==> config.mk <==
export PLATFORM = sky130hd
export DESIGN_NAME = cascaded_pid_balance_controller
export DESIGN_NICKNAME = d
export VERILOG_FILES = /design/src/design/cpbc_pkg.sv /design/src/design/cpbc_ctrl.sv /design/src/design/cpbc_dp.sv /design/src/design/cascaded_pid_balance_controller.sv
export SDC_FILE = /design/constraint.sdc
export NUM_CORES = 2
export LEC_CHECK = 0
export BUFFER_PORTS_ARGS = -buffer_cell sky130_fd_sc_hd__buf_2
export CAP_MARGIN = 20
export CORE_UTILIZATION = 52
export CTS_CLUSTER_SIZE = 20
export DETAILED_ROUTE_END_ITERATION = 16
export PLACE_DENSITY_LB_ADDON = 0.15
export SYNTH_ARGS = -nofsm -noshare
export SYNTH_HDL_FRONTEND = slang
export SYNTH_HIERARCHICAL = 1
export SYNTH_SLANG_ARGS = --single-unit
==> constraint.sdc <==
create_clock -name clk -period 20.3 [get_ports clk]
set_clock_uncertainty 0.15 [all_clocks]
set_input_delay 1.015 -clock clk [delete_from_list [all_inputs] [get_ports clk]]
set_output_delay 1.015 -clock clk [all_outputs]
set_load 0.02 [all_outputs]
==> src/design/cpbc_pkg.sv <==
// shared types and constants for the cascaded pid balance controller
package cpbc_pkg;

  localparam int DATA_WIDTH_DEF = 32;
  localparam int FRAC_BITS_DEF  = 16;
  localparam int NUM_REGS       = 6;
  localparam int REG_ADDR_W     = 3;

  // configuration register indexes
  localparam logic [REG_ADDR_W-1:0] REG_ANGLE_KP = 3'd0;
  localparam logic [REG_ADDR_W-1:0] REG_ANGLE_KI = 3'd1;
  localparam logic [REG_ADDR_W-1:0] REG_ANGLE_KD = 3'd2;
  localparam logic [REG_ADDR_W-1:0] REG_RATE_KP  = 3'd3;
  localparam logic [REG_ADDR_W-1:0] REG_RATE_KI  = 3'd4;
  localparam logic [REG_ADDR_W-1:0] REG_RATE_KD  = 3'd5;

  // pid term selection
  localparam logic [1:0] TERM_P = 2'd0;
  localparam logic [1:0] TERM_I = 2'd1;
  localparam logic [1:0] TERM_D = 2'd2;

  // loop selection
  localparam logic LOOP_ANGLE = 1'b0;
  localparam logic LOOP_RATE  = 1'b1;

  typedef enum logic [5:0] {
    S_IDLE = 6'b000001,
    S_ERR  = 6'b000010,
    S_MLO  = 6'b000100,
    S_MHI  = 6'b001000,
    S_FIN  = 6'b010000,
    S_OUT  = 6'b100000
  } state_t;

  typedef struct packed {
    logic       cap;
    logic       err;
    logic       mlo;
    logic       mhi;
    logic       fin;
    logic       acc_en;
    logic       loop_sel;
    logic [1:0] term;
    logic       load_out;
    logic       cut;
  } cmd_t;

  typedef struct packed {
    logic tilt;
  } stat_t;

endpackage

==> src/design/cpbc_ctrl.sv <==
// sequencer for the cascaded pid balance controller
module cpbc_ctrl
  import cpbc_pkg::*;
(
  input  logic  clk,
  input  logic  rst_n,
  input  logic  in_tvalid,
  output logic  in_tready,
  input  logic  out_tready,
  output logic  out_tvalid,
  input  stat_t stat,
  output cmd_t  cmd
);

  state_t     state_r, state_nxt;
  logic       loop_r, loop_nxt;
  logic [1:0] term_r, term_nxt;
  logic       cut_r, cut_nxt;
  logic       ovalid_r, ovalid_nxt;
  logic       slot_free;

  assign slot_free  = !ovalid_r || out_tready;
  assign in_tready  = (state_r == S_IDLE);
  assign out_tvalid = ovalid_r;

  always_comb begin
    state_nxt    = state_r;
    loop_nxt     = loop_r;
    term_nxt     = term_r;
    cut_nxt      = cut_r;
    ovalid_nxt   = ovalid_r && !out_tready;
    cmd          = '0;
    cmd.loop_sel = loop_r;
    cmd.term     = term_r;
    cmd.cut      = cut_r;
    case (state_r)
      S_IDLE: begin
        if (in_tvalid) begin
          cmd.cap   = 1'b1;
          loop_nxt  = LOOP_ANGLE;
          cut_nxt   = 1'b0;
          state_nxt = S_ERR;
        end
      end
      S_ERR: begin
        cmd.err  = 1'b1;
        term_nxt = TERM_P;
        if (loop_r == LOOP_ANGLE && stat.tilt) begin
          cut_nxt   = 1'b1;
          state_nxt = S_OUT;
        end else begin
          state_nxt = S_MLO;
        end
      end
      S_MLO: begin
        cmd.mlo    = 1'b1;
        cmd.acc_en = (term_r != TERM_P);
        state_nxt  = S_MHI;
      end
      S_MHI: begin
        cmd.mhi = 1'b1;
        if (term_r == TERM_D) begin
          state_nxt = S_FIN;
        end else begin
          term_nxt  = term_r + 2'd1;
          state_nxt = S_MLO;
        end
      end
      S_FIN: begin
        cmd.fin = 1'b1;
        if (loop_r == LOOP_ANGLE) begin
          loop_nxt  = LOOP_RATE;
          state_nxt = S_ERR;
        end else begin
          state_nxt = S_OUT;
        end
      end
      S_OUT: begin
        if (slot_free) begin
          cmd.load_out = 1'b1;
          ovalid_nxt   = 1'b1;
          state_nxt    = S_IDLE;
        end
      end
      default: state_nxt = S_IDLE;
    endcase
  end

  always_ff @(posedge clk) begin
    if (!rst_n) begin
      state_r  <= S_IDLE;
      loop_r   <= LOOP_ANGLE;
      term_r   <= TERM_P;
      cut_r    <= 1'b0;
      ovalid_r <= 1'b0;
    end else begin
      state_r  <= state_nxt;
      loop_r   <= loop_nxt;
      term_r   <= term_nxt;
      cut_r    <= cut_nxt;
      ovalid_r <= ovalid_nxt;
    end
  end

  a_accept_starts: assert property (@(posedge clk) disable iff (!rst_n)
    in_tvalid && in_tready |=> state_r == S_ERR)
    else $error("accepted transfer did not start the angle loop");

  a_load_slot_free: assert property (@(posedge clk) disable iff (!rst_n)
    cmd.load_out |-> (!ovalid_r || out_tready))
    else $error("result register overwritten while held");

  a_fin_last_term: assert property (@(posedge clk) disable iff (!rst_n)
    state_r == S_FIN |-> term_r == TERM_D && $past(state_r) == S_MHI)
    else $error("loop finished before all three terms");

  a_cut_angle_only: assert property (@(posedge clk) disable iff (!rst_n)
    state_r == S_OUT && cut_r |-> $past(state_r) == S_ERR || $past(state_r) == S_OUT)
    else $error("tilt cutoff raised outside the angle error step");

endmodule

==> src/design/cpbc_dp.sv <==
// arithmetic datapath: gains, pid state, shared multiplier and accumulator
module cpbc_dp
  import cpbc_pkg::*;
#(
  parameter int DATA_WIDTH = DATA_WIDTH_DEF,
  parameter int FRAC_BITS  = FRAC_BITS_DEF
) (
  input  logic                  clk,
  input  logic                  rst_n,
  input  cmd_t                  cmd,
  output stat_t                 stat,
  input  logic                  cfg_wr_en,
  input  logic [REG_ADDR_W-1:0] cfg_addr,
  input  logic [DATA_WIDTH-1:0] cfg_wdata,
  input  logic [DATA_WIDTH-1:0] angle_in,
  input  logic [DATA_WIDTH-1:0] rate_in,
  input  logic [DATA_WIDTH-1:0] steer_in,
  output logic [DATA_WIDTH-1:0] left_out,
  output logic [DATA_WIDTH-1:0] right_out,
  output logic                  cut_out
);

  localparam int W  = DATA_WIDTH;
  localparam int H  = (W + 1) / 2;
  localparam int IW = (W + 2 > FRAC_BITS + 12) ? W + 2 : FRAC_BITS + 12;

  localparam logic signed [W+1:0] MAX_X = {3'b000, {(W-1){1'b1}}};
  localparam logic signed [W+1:0] MIN_X = {3'b111, {(W-1){1'b0}}};
  localparam logic signed [IW-1:0] ILIM  = IW'(1000) <<< FRAC_BITS;
  localparam logic signed [IW-1:0] NILIM = -ILIM;
  localparam logic signed [IW-1:0] TLIM  = IW'(20) <<< FRAC_BITS;
  localparam logic signed [IW-1:0] NTLIM = -TLIM;

  function automatic logic [W-1:0] sat_w(input logic signed [W+1:0] x);
    if (x > MAX_X) sat_w = MAX_X[W-1:0];
    else if (x < MIN_X) sat_w = MIN_X[W-1:0];
    else sat_w = x[W-1:0];
  endfunction

  function automatic logic signed [W+1:0] ext(input logic [W-1:0] v);
    ext = {{2{v[W-1]}}, v};
  endfunction

  // scale full product by frac bits toward zero, saturate, apply sign
  function automatic logic signed [W+1:0] qscale(input logic [2*W-1:0] p, input logic n);
    logic [2*W-1:0] sh;
    logic [W-1:0]   lim;
    logic [W-1:0]   mg;
    sh  = p >> FRAC_BITS;
    lim = n ? {1'b1, {(W-1){1'b0}}} : {1'b0, {(W-1){1'b1}}};
    if ((|sh[2*W-1:W]) || (sh[W-1:0] > lim)) mg = lim;
    else mg = sh[W-1:0];
    qscale = n ? -$signed({2'b00, mg}) : $signed({2'b00, mg});
  endfunction

  logic [W-1:0] gains_r [NUM_REGS];
  logic [W-1:0] angle_r, rate_r, steer_r;
  logic         tilt_r;
  logic [W-1:0] angle_last_r, angle_integ_r, rate_last_r, rate_integ_r;
  logic [W-1:0] e_r, d_r, s_r, pid_out_r;
  logic [W+H-1:0] plo_r;
  logic [2*W-1:0] prod_r;
  logic           neg_r;
  logic signed [W+1:0] acc_r;
  logic [W-1:0] left_r, right_r;
  logic         cut_r;

  // error step
  logic [W-1:0] sp, meas, last, integ, e_v, d_v, s_sat, s_v;
  logic signed [IW-1:0] s_ext, a_ext;
  logic tilt_v;

  always_comb begin
    sp    = (cmd.loop_sel == LOOP_RATE) ? pid_out_r : '0;
    meas  = (cmd.loop_sel == LOOP_RATE) ? rate_r : angle_r;
    last  = (cmd.loop_sel == LOOP_RATE) ? rate_last_r : angle_last_r;
    integ = (cmd.loop_sel == LOOP_RATE) ? rate_integ_r : angle_integ_r;
    e_v   = sat_w(ext(sp) - ext(meas));
    d_v   = sat_w(ext(e_v) - ext(last));
    s_sat = sat_w(ext(integ) + ext(e_v));
    s_ext = IW'($signed(s_sat));
    if (s_ext > ILIM) s_v = ILIM[W-1:0];
    else if (s_ext < NILIM) s_v = NILIM[W-1:0];
    else s_v = s_sat;
    a_ext  = IW'($signed(angle_in));
    tilt_v = (a_ext > TLIM) || (a_ext < NTLIM);
  end

  // operand selection and shared multiplier
  logic [REG_ADDR_W-1:0] gidx;
  logic [W-1:0] op_a, op_b, ma, mb;
  logic [H-1:0] mpart;
  logic [W+H-1:0] mprod;
  logic neg_v;
  logic signed [W+1:0] t_v, fin_sum;

  always_comb begin
    gidx = (cmd.loop_sel == LOOP_RATE) ? REG_RATE_KP + REG_ADDR_W'(cmd.term)
                                       : REG_ANGLE_KP + REG_ADDR_W'(cmd.term);
    case (cmd.term)
      TERM_P:  op_a = e_r;
      TERM_I:  op_a = s_r;
      TERM_D:  op_a = d_r;
      default: op_a = d_r;
    endcase
    op_b  = gains_r[gidx];
    ma    = op_a[W-1] ? (~op_a + 1'b1) : op_a;
    mb    = op_b[W-1] ? (~op_b + 1'b1) : op_b;
    neg_v = op_a[W-1] ^ op_b[W-1];
    mpart = cmd.mhi ? H'(mb[W-1:H]) : mb[H-1:0];
    mprod = (W+H)'(ma) * (W+H)'(mpart);
    t_v     = qscale(prod_r, neg_r);
    fin_sum = acc_r + t_v;
  end

  always_ff @(posedge clk) begin
    if (!rst_n) begin
      for (int i = 0; i < NUM_REGS; i++) gains_r[i] <= '0;
      angle_last_r  <= '0;
      angle_integ_r <= '0;
      rate_last_r   <= '0;
      rate_integ_r  <= '0;
    end else begin
      if (cfg_wr_en && (cfg_addr <= REG_RATE_KD)) gains_r[cfg_addr] <= cfg_wdata;
      if (cmd.err && !(cmd.loop_sel == LOOP_ANGLE && tilt_r)) begin
        if (cmd.loop_sel == LOOP_RATE) begin
          rate_last_r  <= e_v;
          rate_integ_r <= s_v;
        end else begin
          angle_last_r  <= e_v;
          angle_integ_r <= s_v;
        end
      end
    end
  end

  always_ff @(posedge clk) begin
    if (cmd.cap) begin
      angle_r <= angle_in;
      rate_r  <= rate_in;
      steer_r <= steer_in;
      tilt_r  <= tilt_v;
    end
    if (cmd.err) begin
      e_r   <= e_v;
      d_r   <= d_v;
      s_r   <= s_v;
      acc_r <= '0;
    end
    if (cmd.mlo) begin
      plo_r <= mprod;
      neg_r <= neg_v;
      if (cmd.acc_en) acc_r <= fin_sum;
    end
    if (cmd.mhi) begin
      prod_r <= {{(W-H){1'b0}}, plo_r} + ({{(W-H){1'b0}}, mprod} << H);
    end
    if (cmd.fin) pid_out_r <= sat_w(fin_sum);
    if (cmd.load_out) begin
      cut_r <= cmd.cut;
      if (cmd.cut) begin
        left_r  <= '0;
        right_r <= '0;
      end else begin
        left_r  <= sat_w(ext(steer_r) + ext(pid_out_r));
        right_r <= sat_w(ext(pid_out_r) - ext(steer_r));
      end
    end
  end

  assign stat.tilt = tilt_r;
  assign left_out  = left_r;
  assign right_out = right_r;
  assign cut_out   = cut_r;

endmodule

==> src/design/cascaded_pid_balance_controller.sv <==
// top level of the cascaded pid balance controller
//
//  channel | direction | handshake             | payload
//  in_     | slave     | in_tvalid / in_tready  | in_tdata: pitch_angle, pitch_rate, steer_target
//  out_    | master    | out_tvalid / out_tready| out_tdata: left_drive, right_drive; out_tuser: tilt
//  cfg_    | write     | cfg_wr_en              | cfg_addr, cfg_wdata (six gain registers)
//
// one sample at a time: the result is registered once the output register is free, and
// then the block is ready for the next input transfer; the angle loop and then the rate
// loop each run an error step, three products in a low and a high half step, and a finish,
// then the output load follows; the single multiplier takes one half of a gain magnitude
// per cycle; a tilt cutoff sample goes from the angle error step straight to the output load
// a new sample is taken while the previous result still waits on out_tready
// rst_n is synchronous, active low; it clears gains, pid state and the valid flag
module cascaded_pid_balance_controller
  import cpbc_pkg::*;
#(
  parameter int DATA_WIDTH = DATA_WIDTH_DEF,
  parameter int FRAC_BITS  = FRAC_BITS_DEF
) (
  input  logic                                clk,
  input  logic                                rst_n,
  // pitch_angle, pitch_rate, steer_target from bit 0 up, zero padded
  input  logic [((3*DATA_WIDTH+7)/8)*8-1:0]  in_tdata,
  input  logic                                in_tvalid,
  output logic                                in_tready,
  // left_drive, right_drive from bit 0 up, zero padded
  output logic [((2*DATA_WIDTH+7)/8)*8-1:0]  out_tdata,
  // tilt_cutoff
  output logic                                out_tuser,
  output logic                                out_tvalid,
  input  logic                                out_tready,
  input  logic                                cfg_wr_en,
  input  logic [REG_ADDR_W-1:0]               cfg_addr,
  input  logic [DATA_WIDTH-1:0]               cfg_wdata
);

  localparam int W      = DATA_WIDTH;
  localparam int OUT_TW = ((2*DATA_WIDTH+7)/8)*8;

  cmd_t  cmd;
  stat_t stat;
  logic [W-1:0] left_w, right_w;

  // sequencer: handshakes and step order
  cpbc_ctrl u_ctrl (
    .clk        (clk),
    .rst_n      (rst_n),
    .in_tvalid  (in_tvalid),
    .in_tready  (in_tready),
    .out_tready (out_tready),
    .out_tvalid (out_tvalid),
    .stat       (stat),
    .cmd        (cmd)
  );

  // arithmetic, gains and loop state
  cpbc_dp #(
    .DATA_WIDTH (DATA_WIDTH),
    .FRAC_BITS  (FRAC_BITS)
  ) u_dp (
    .clk       (clk),
    .rst_n     (rst_n),
    .cmd       (cmd),
    .stat      (stat),
    .cfg_wr_en (cfg_wr_en),
    .cfg_addr  (cfg_addr),
    .cfg_wdata (cfg_wdata),
    .angle_in  (in_tdata[W-1:0]),
    .rate_in   (in_tdata[2*W-1:W]),
    .steer_in  (in_tdata[3*W-1:2*W]),
    .left_out  (left_w),
    .right_out (right_w),
    .cut_out   (out_tuser)
  );

  assign out_tdata = OUT_TW'({right_w, left_w});

endmodule

==> flow_summary.ini <==
[place]
place_congestion = 0.9090
hpwl_um = 124200
port_buffers = 202

[timing]
period_share = 0.7101
final-setup-viol-count = 0
slew_violations = 0
fmax_mhz = 69.37
maxSlewHeadroom = 0.2228
period_minus_slack_ps = 14410
rsz0062_at_grt = false
tns_ps = 0
hold_viol = 0
worst_pin_slew_ps = 1162

[die]
rows = 126
dieHeight_um = 347.4
fp.dieArea_mm2 = 0.1207
start_util = 0.5253
pin_count = 203
die_w_um = 347.4
core_mm2 = 0.1181

[yosys]
yosysTopAreaCell = edfxtp_1
synth_compound_area_frac = 0.1383
yosys.cell_types.count = 107
synth_top_cell_area_share = 0.3036
synth-simple-area-share = 0.1409
ys_warn_count = 6
synth_xor_area_frac = 0.04476
synth_area_leaders = edfxtp_1 (30%), fa_1 (14%), ha_1 (7.7%), dfxtp_1 (5.6%), inv_1 (4.2%)
synth_ff_type = edfxtp_1
synth_top_family_by_area = adder cells
synthArstFlopShare = 0
synth-seq-cells = 800
yosysSeqAreaShare = 0.3594
synthMuxAreaShare = 0.03946
syn_avg_cell_area_um2 = 9.903
synth-edff-count = 627
synthCells = 6263
synth-adder-area-share = 0.2176
syn-cell-area_mm2 = 0.06202

[global_route]
overflow = 0
use_met2 = 0.4612
grt_pass1_vias = 45690
grt_use_met3 = 0.03147
grt_antenna_before_repair = 11
track_usage = 0.2787
top_usage_layer = met2
use_met1 = 0.3894
grt_max_degree = 76
grt_pass1_wl_um = 261800

[clocking]
cts.sinks = 800
post_cts_buffers = 0
clk_pin_slew_ps = 70
htree_levels = 3
max-clock-path-buffers = 3
cts_tree = done
cts_root_buffer = clkbuf_16
ctsHoldBuffers = 0
numCtsBuffers = 87
cts_resized = 0
clk_latency_ps = 700

[critical_path]
cp-start-kind = register
ff2ff_path_depth = 49
regToRegEndpoint = u_dp/prod_r[52]
critPathKind = register to register
endpoint = u_dp/prod_r[52]
cp.arrival_ps = 14650
worstSetupStartpoint = u_ctrl/term_r[0]
r2r_start = u_ctrl/term_r[0]
endpoint_kind = register
r2r_slack_ps = 5890
cp_max_fo = 20
slowest_delay_ps = 820
worst_ep_required_time_ps = 20530
critPathMostFrequentCell = fa_1
cp_slowest_cell = a221o_1

[flow_run]
cap_viol_max_count = 0

[route]
wire_per_inst_um = 21.02
vias_per_cell = 5.824
drt_iter0_markers = 4076
num_vias = 46900
drt_first_pass_iters = 6
wirelength_um = 169300
drcViolationCount = 0
antenna_left = 0

[cells_and_area]
final_common_cell = inv_1
most-common-layout-cells = inv_1 (685), edfxtp_1 (627), nand2_1 (588)
syn_to_final_growth_pct = 9.510
final_layout_size_suffix_gt1_frac = 0.09381
nets = 7382
largest_register_ffs = 256
reg_top3 = u_dp/gains_r: 256 flops, u_dp/prod_r: 48 flops, u_dp/acc_r: 34 flops
top_register = u_dp/gains_r

[worst_hold_path]
min_path_type = register to register

[outcome]
outcome = finished, final reports clean
[layer usage]
layer | wire length, µm | part of all wire | vias up
met4 | 3861 | 0.023 | 2
met1 | 74090 | 0.44 | 23230
met5 | 13 | 0.000077 | -
met2 | 80740 | 0.48 | 1494
met3 | 10540 | 0.062 | 247
li1 | - | - | 21920
[worst min path at each step]
stage / start / cells past startpoint / slack, ps / endpoint
floorplan: u_dp/rate_integ_r[1] / 2 / 280 / u_dp/rate_integ_r[1]
global placement: u_dp/angle_integ_r[6] / 1 / 290 / u_dp/angle_integ_r[6]
detailed placement: u_dp/rate_integ_r[11] / 1 / 300 / u_dp/rate_integ_r[11]
CTS: u_dp/rate_integ_r[11] / 1 / 320 / u_dp/rate_integ_r[11]
global route: in_tdata[90] / 1 / 330 / u_dp/steer_r[26]
finish: u_dp/rate_integ_r[11] / 1 / 310 / u_dp/rate_integ_r[11]
[stage by stage]
step	utilization	cells	worst slack [ps]	hold WS, ps	area [µm²]
after floorplan	-	6326	6203	284.8	62260
after global placement	0.5502	7882	6384	292.2	64970
after detailed placement	0.5504	7884	6083	300.5	64990
after CTS	0.5748	8046	5961	315.3	67870
after global routing	0.5752	8051	4808	331.3	67920
final	0.5752	8052	5885	312.5	67920
[logic make-up (layout without fill, tap and decap cells)]
group,after synthesis,in the layout
AO/OA/AOI/OAI,1312,1312
XOR/XNOR,317,317
adder cells (fa/ha/maj),828,828
buffers and inverters,967,1154
flip-flops,800,800
multiplexers,186,186
other,1,67
AND/OR/NAND/NOR,1852,1852
[synth_stat cells, types with 91 or more instances]
cell type,count
a21o_1,102
a21oi_1,368
and2_1,136
clkbuf_1,243
dfxtp_1,173
edfxtp_1,627
fa_1,425
ha_1,381
inv_1,686
mux2i_1,98
nand2_1,589
nand2b_1,96
nand3_1,91
nor2_1,542
o21ai_0,319
xnor2_1,225
xor2_1,92
[layout make-up]
class | instances | area (µm²)
fillers | 10300 | 50160
multi-input cells | 4559 | 36430
flip-flops and latches | 800 | 22300
inverters | 687 | 2581
clock buffers | 110 | 2347
well taps | 1536 | 1922
repair buffers | 305 | 1807
clock inverters | 52 | 534.3
diodes | 3 | 7.507
[worst max-delay path: cells and delay by family (launching register included)]
kind	cells	cell delay, ps
AOI/OAI and AO/OA	15	4550
and+or+nand+nor	17	3550
adders and majority gates	9	4210
buffers and inverters	5	410
DFF	1	580
muxes	1	320
xor gates and xnor gates	2	330
Power is not shown: default switching activity piles up to over one toggle a cycle in this logic, so the estimate is an artifact.
